<file path="src/rtl/tufn_pkg.sv">
`timescale 1ns / 1ps
package tufn_pkg;
   localparam int CoordWidth  = 24;
   localparam int IndexWidth  = 16;
   localparam int NormWidth   = 16;
   localparam int FracBits    = 14;
   localparam int EdgeWidth   = CoordWidth + 1;
   localparam int ProdWidth   = 2 * EdgeWidth;
   localparam int CrossWidth  = ProdWidth + 1;
   localparam int MagWidth    = ProdWidth;
   localparam int HalfWidth   = MagWidth / 2;
   localparam int SqWidth     = 2 * MagWidth;
   localparam int SumWidth    = SqWidth;
   localparam int RhsShift    = 2 * FracBits + 2;
   localparam int DiffWidth   = SumWidth + RhsShift + 3;
   localparam int ErrWidth    = SumWidth + FracBits + 3;
   localparam int QuotWidth   = FracBits + 1;
   localparam int BitWidth    = $clog2(QuotWidth);
   localparam int ShWidth     = BitWidth + 2;
   localparam int RootStages  = FracBits + 1;

   typedef struct packed {
      logic signed [DiffWidth-1:0] d;
      logic signed [ErrWidth-1:0]  e;
      logic [QuotWidth-1:0]        q;
      logic                        neg;
   } lane_type;
endpackage

</file>
<file path="src/rtl/tufn_root_stage.sv">
`timescale 1ns / 1ps
// One bit of the rounded-quotient recurrence for one component.
// d holds m^2*4^(F+1) - (2q-1)^2*S, e holds (2q-1)*S.
module tufn_root_stage (
   input  logic                                clock,
   input  logic                                load,
   input  logic [tufn_pkg::BitWidth-1:0]       step_bit,
   input  logic [tufn_pkg::SumWidth-1:0]       s_in,
   input  tufn_pkg::lane_type                  lane_in,
   output tufn_pkg::lane_type                  lane_out_ff
);
   localparam int DW = tufn_pkg::DiffWidth;
   localparam int EW = tufn_pkg::ErrWidth;
   localparam int QW = tufn_pkg::QuotWidth;
   localparam int SH = tufn_pkg::ShWidth;

   logic [SH-1:0]        sh_e;
   logic [SH-1:0]        sh_s;
   logic [SH-1:0]        sh_u;
   logic signed [DW-1:0] term;
   logic signed [DW-1:0] d_t;
   logic [QW-1:0]        q_t;
   logic                 take;
   tufn_pkg::lane_type   lane_in_next;

   always_comb begin
      sh_e = SH'(step_bit) + SH'(2);
      sh_s = (SH'(step_bit) << 1) + SH'(2);
      sh_u = SH'(step_bit) + SH'(1);
      term = (DW'($signed(lane_in.e)) <<< sh_e) + $signed(DW'(s_in) << sh_s);
      d_t  = $signed(lane_in.d) - term;
      q_t  = lane_in.q | (QW'(1) << step_bit);
      // once q reaches the full-scale value no further bit may be set
      take = !lane_in.q[QW-1] && !d_t[DW-1];
      lane_in_next = lane_in;
      if (take) begin
         lane_in_next.q = q_t;
         lane_in_next.d = d_t;
         lane_in_next.e = $signed(lane_in.e) + $signed(EW'(s_in) << sh_u);
      end
   end

   always_ff @(posedge clock) begin
      if (load) begin
         lane_out_ff <= lane_in_next;
      end
   end
endmodule

</file>
<file path="config.mk">
export PLATFORM = sky130hd
export DESIGN_NAME = tufn_root_stage
export DESIGN_NICKNAME = d
export VERILOG_FILES = /design/src/rtl/tufn_pkg.sv /design/src/rtl/tufn_root_stage.sv
export SDC_FILE = /design/constraint.sdc
export NUM_CORES = 2
export LEC_CHECK = 0
export BUFFER_PORTS_ARGS = -buffer_cell sky130_fd_sc_hd__buf_2
export CAP_MARGIN = 20
export CORE_MARGIN = 2
export CORE_UTILIZATION = 40
export CTS_CLUSTER_SIZE = 12
export DETAILED_ROUTE_END_ITERATION = 6
export PLACE_DENSITY = 0.6
export REMOVE_ABC_BUFFERS = 1
export SLEW_MARGIN = 20
export SYNTH_ARGS = -nofsm -noshare
export SYNTH_HDL_FRONTEND = slang
export SYNTH_SLANG_ARGS = --single-unit
</file>
<file path="constraint.sdc">
create_clock -name clock -period 12 [get_ports clock]
set_input_delay 2.4 -clock clock [delete_from_list [all_inputs] [get_ports clock]]
set_output_delay 2.4 -clock clock [all_outputs]
set_load 0.02 [all_outputs]
</file>
---- Word-level counts from Yosys, hierarchy flattened ----
Index checks and enable logic that the tools add are counted.
storage, ports and cells
  output and inout bits ................... 266
  word-level logic and storage cells ...... 19
  register bits after elaboration ......... 266
  input port bits ......................... 372
cells by class
  multiplexer cells ....................... 1
  add/subtract/negate cells ............... 6
  bitwise logic cells ..................... 1
  shifts and indexed selects .............. 4
  reductions and logical operators ........ 3
operators with widths
  cell                                                                count
  265-bit 2-to-1 mux                                                  1
  133-bit adder                                                       1
  100-bit by 6-bit left shift with 133-bit output                     1
  117-bit by 5-bit <<< shifter with 133-bit output                    1
  133-bit subtractor                                                  1
  117-bit adder                                                       1
  100-bit by 5-bit left shift with 117-bit output                     1
  15-bit OR                                                           1
  1-bit by 4-bit left shift with 15-bit output, first input constant  1
  5-bit by 2-bit adder with 6-bit output, second input constant       1
  4-bit by 1-bit adder with 5-bit output, second input constant       1
  4-bit by 2-bit adder with 5-bit output, second input constant       1
  1-bit zero test                                                     2
  1-bit logical AND                                                   1

---- Logic depth before layout (Yosys ltp) ----
  depth after elaboration ................. 7
  depth in mapped cells ................... 38
  mapped depth without buffers ............ 25

---- Worst setup path after synthesis ----
Ideal clock, no wire load.
  path kind ............................... input-to-reg
  start point ............................. input step_bit[0] (netlist name)
  end point ............................... register lane_out_ff[124] (netlist name), data pin
  library setup time ...................... 267 ps
  arrival time ............................ 9543 ps
  path slack .............................. 2190 ps
  buffers on the path ..................... 15
  data required time ...................... 11733 ps
  stages .................................. 37
  cell sequence ........................... buf_6 -> buf_4 -> inv_1 -> clkbuf_1 -> buf_1 -> clkbuf_1 -> ha_1 -> buf_2 -> buf_4 -> clkbuf_1 -> clkbuf_1 -> clkbuf_1 -> clkbuf_1 -> mux2i_1 -> mux2i_1 -> mux2i_1 -> nor2_1 -> nor2_1 -> nor2_1 -> a31oi_1 -> fa_1 -> ha_1 -> buf_2 -> nand4_1 -> or2_2 -> nand2b_1 -> a21oi_2 -> o31ai_2 -> a211oi_2 -> o211ai_2 -> and3_1 -> or3_4 -> buf_6 -> buf_2 -> clkbuf_1 -> nand2_1 -> o21ai_0
RTL lines
  item                  line                   source
  from (decl)           tufn_root_stage.sv:7   input logic [tufn_pkg::BitWidth-1:0] step_bit,
  to (signal assigned)  tufn_root_stage.sv:45  lane_out_ff <= lane_in_next;
  to (decl)             tufn_root_stage.sv:10  output tufn_pkg::lane_type lane_out_ff

==> impl_metrics.toml <==
[run_status]
status = "finished with violations"
violations = "design-rule violations"

[power]
cellLeakagePower_uw = 0.0223
seqPwrFrac_pct = 14.3
powerDensity_mw_per_mm2 = 191
p_sw_share_pct = 55.4
p_comb_share_pct = 76.0
p_int_uw = 4470
ir_drop_uv = 136
power_switching_uw = 5560
clkPwrFrac_pct = 9.7

[cells_and_area]
area_growth_pct = 10.7
multi_input_area_mm2 = 0.0370
largest_register = "lane_out_ff"
drive_gt1_share_pct = 14.6
fillerInstances = 12500
regArea_mm2 = 0.00799
largest_register_ff_count = 266
top_regs = "lane_out_ff x266"
nNetsFinal = 7464
final_area_mm2 = 0.0524

[yosys]
synth_common_cells = "1009 x nand2_1, 954 x nor2_1, 765 x o21ai_0"
synth_xor_area_share_pct = 4.55
synth_area_leaders = "edfxtp_1 17%, o21ai_0 8.1%, nand2_1 8.0%"
ys_ff_latch = 266
synthMuxAreaShare_pct = 14.3
synth_largest_area_cell = "edfxtp_1"
syn_area_mm2 = 0.0473
synth_top_family_by_area = "compound AO/OA/AOI/OAI gates"
yosys.area_share.simple_pct = 22.0
ys_types = 100
seq_area_frac_synth_pct = 16.9
syn_avg_cell_area_um2 = 7.34
synth_top_area_share_pct = 16.9
synth_flop_cell = "edfxtp_1"
async_flop_share_pct = 0
synth_edf_count = 266
synth_fa_ha_area_share_pct = 12.4
yosysWarnings = 0
syn_inst = 6450
yosysMostFrequentCell = "nand2_1"
synth_compound_area_share_pct = 24.4

[critical_path]
cp-end-kind = "flip-flop"
path_max_fanout = 74
critPathKind = "in -> reg"
worstPathArrival_ps = 10630
cp.required_ps = 12340
critPathLaunchType = "input pin"

[global_routing]
grt_overflow = 0
grt_max_degree = 136
grt_pass1_vias = 48200
antenna_found_initial = 87
grt_first_pass_wirelength_um = 328000
track_usage_pct = 36.5

[job]
maxCapViolCount = 0

[routing]
wirelength_um = 231000
wire_per_inst_um = 27.8
drc = 2
vias = 52200
antenna_left = 0
viasPerCell = 6.29
first_pass_iters = 7
drt-initial-drc-count = 6860

[clock_network]
htree_levels = 1
clk_pin_slew_ps = 60
post-cts-setup-buffers = 0
hold_buffers = 0
cts_root_buf = "clkbuf_16"
cts_buffers = 30
clock_path_buffers = 3
cts.sinks = 266
cts_resized = 0
cts_tree = "yes"

[floorplanning]
die_w_um = 348
ios = 638
num_rows = 126
die_area_mm2 = 0.121
start_util_pct = 40.2
core-area_mm2 = 0.118
die_h_um = 348

[place]
port_buffers = 637
place_area_mm2 = 0.0513
place.gp.congestion = 1.05
dp_hpwl_um = 194000

[sta]
fmax_mhz = 97.3
setup_violations = 0
period_share_pct = 85.7
worst_pin_slew_ps = 1150
worst_hold_slack_ps = 1930
min_period_ps = 10280
rsz0062_at_grt = "false"
maxSlewHeadroom_pct = 22.4
timing_hold_violations_final = 0
drv_slew = 0

[worst_hold_path]
worstHoldPathType = "in -> reg"
==> per-stage QoR <==
step	utilization [%]	power [uW]	worst slack (ps)	cells	TNS (ps)
floorplan	-	6470	-6590	5968	-1656090
global placement	43.6	8860	1410	8205	0
detailed placement	43.6	8820	1400	8205	0
CTS	44.4	9840	2100	8259	0
global route	44.5	10700	1640	8283	0
finish	44.5	10000	1720	8300	0
==> placed cells by master, fill, tap and decap left out, drive strengths merged, types with 20 or more instances in the layout <==
cell type	n
nand2b	93
o21bai	73
inv	158
mux2i	353
a21o	144
a31oi	95
ha	258
buf	701
xnor2	151
o22ai	24
nand2	1009
fa	133
nand4	144
a211oi	62
nor3	64
nor4	20
mux4	135
o21a	40
nand3	58
edfxtp	266
or2	20
nor2	954
a21boi	33
o211ai	36
diode	41
o31ai	25
clkbuf	36
o21ai	804
xor2	94
a21oi	490
==> cell type report <==
class / instances / share of cell area (%)
diodes: 41 / 0.196
inverters: 159 / 1.17
clock buffers: 36 / 1.52
clock inverters: 18 / 0.396
well taps: 1536 / 3.67
flip-flops and latches: 266 / 15.2
repair buffers: 701 / 7.31
multi-input cells: 5543 / 70.5
==> power groups by stage <==
stage / Clock [uW] / Combinational (uW) / Sequential (uW)
finish: 971 / 7630 / 1440
global route: 1030 / 8200 / 1460
CTS: 999 / 7400 / 1440
detailed placement: 0 / 7370 / 1450
global placement: 0 / 7400 / 1460
floorplan: 0 / 4720 / 1750
==> layer usage <==
| layer | up-vias | GRT usage (%) | part of all wire [%] |
|---|---|---|---|
| met3 | 490 | 7.85 | 11 |
| met5 | - | 0 | 0.19 |
| met1 | 25100 | 53.0 | 44 |
| met4 | 70 | 12.8 | 3.9 |
| li1 | 23700 | - | - |
| met2 | 2883 | 52.9 | 41 |
==> path summary, 6_finish.rpt <==
check | startpoint | end | slack, ps | cells past startpoint
max | step_bit[1] | lane_out_ff[176]$_DFFE_PP_ | 1720 | 20
min | lane_in[0] | lane_out_ff[0]$_DFFE_PP_ | 1930 | 1
==> worst max-delay path, cell delays in order <==
cell and delay, ps:
buf_4 370, inv_1 260, ha_4 640, buf_4 590, o21ai_0 240, mux2i_1 370
mux2i_1 270, o21ai_0 820, mux2i_1 370, fa_1 520, ha_1 510, nand4_1 240
nor4_2 610, inv_1 120, a211oi_2 490, o211ai_2 150, and3_1 210, or3_4 530
buf_4 290, o21ai_0 500
==> cell families after synthesis <==
| kind of cell | Yosys count |
|---|---|
| buffers and inverters | 641 |
| and+or+nand+nor | 2459 |
| xor gates and xnor gates | 245 |
| AOI/OAI and AO/OA | 1942 |
| muxes | 506 |
| DFF | 266 |
| adders and majority gates | 391 |
Note: power is estimated with default switching activity, not from simulation.
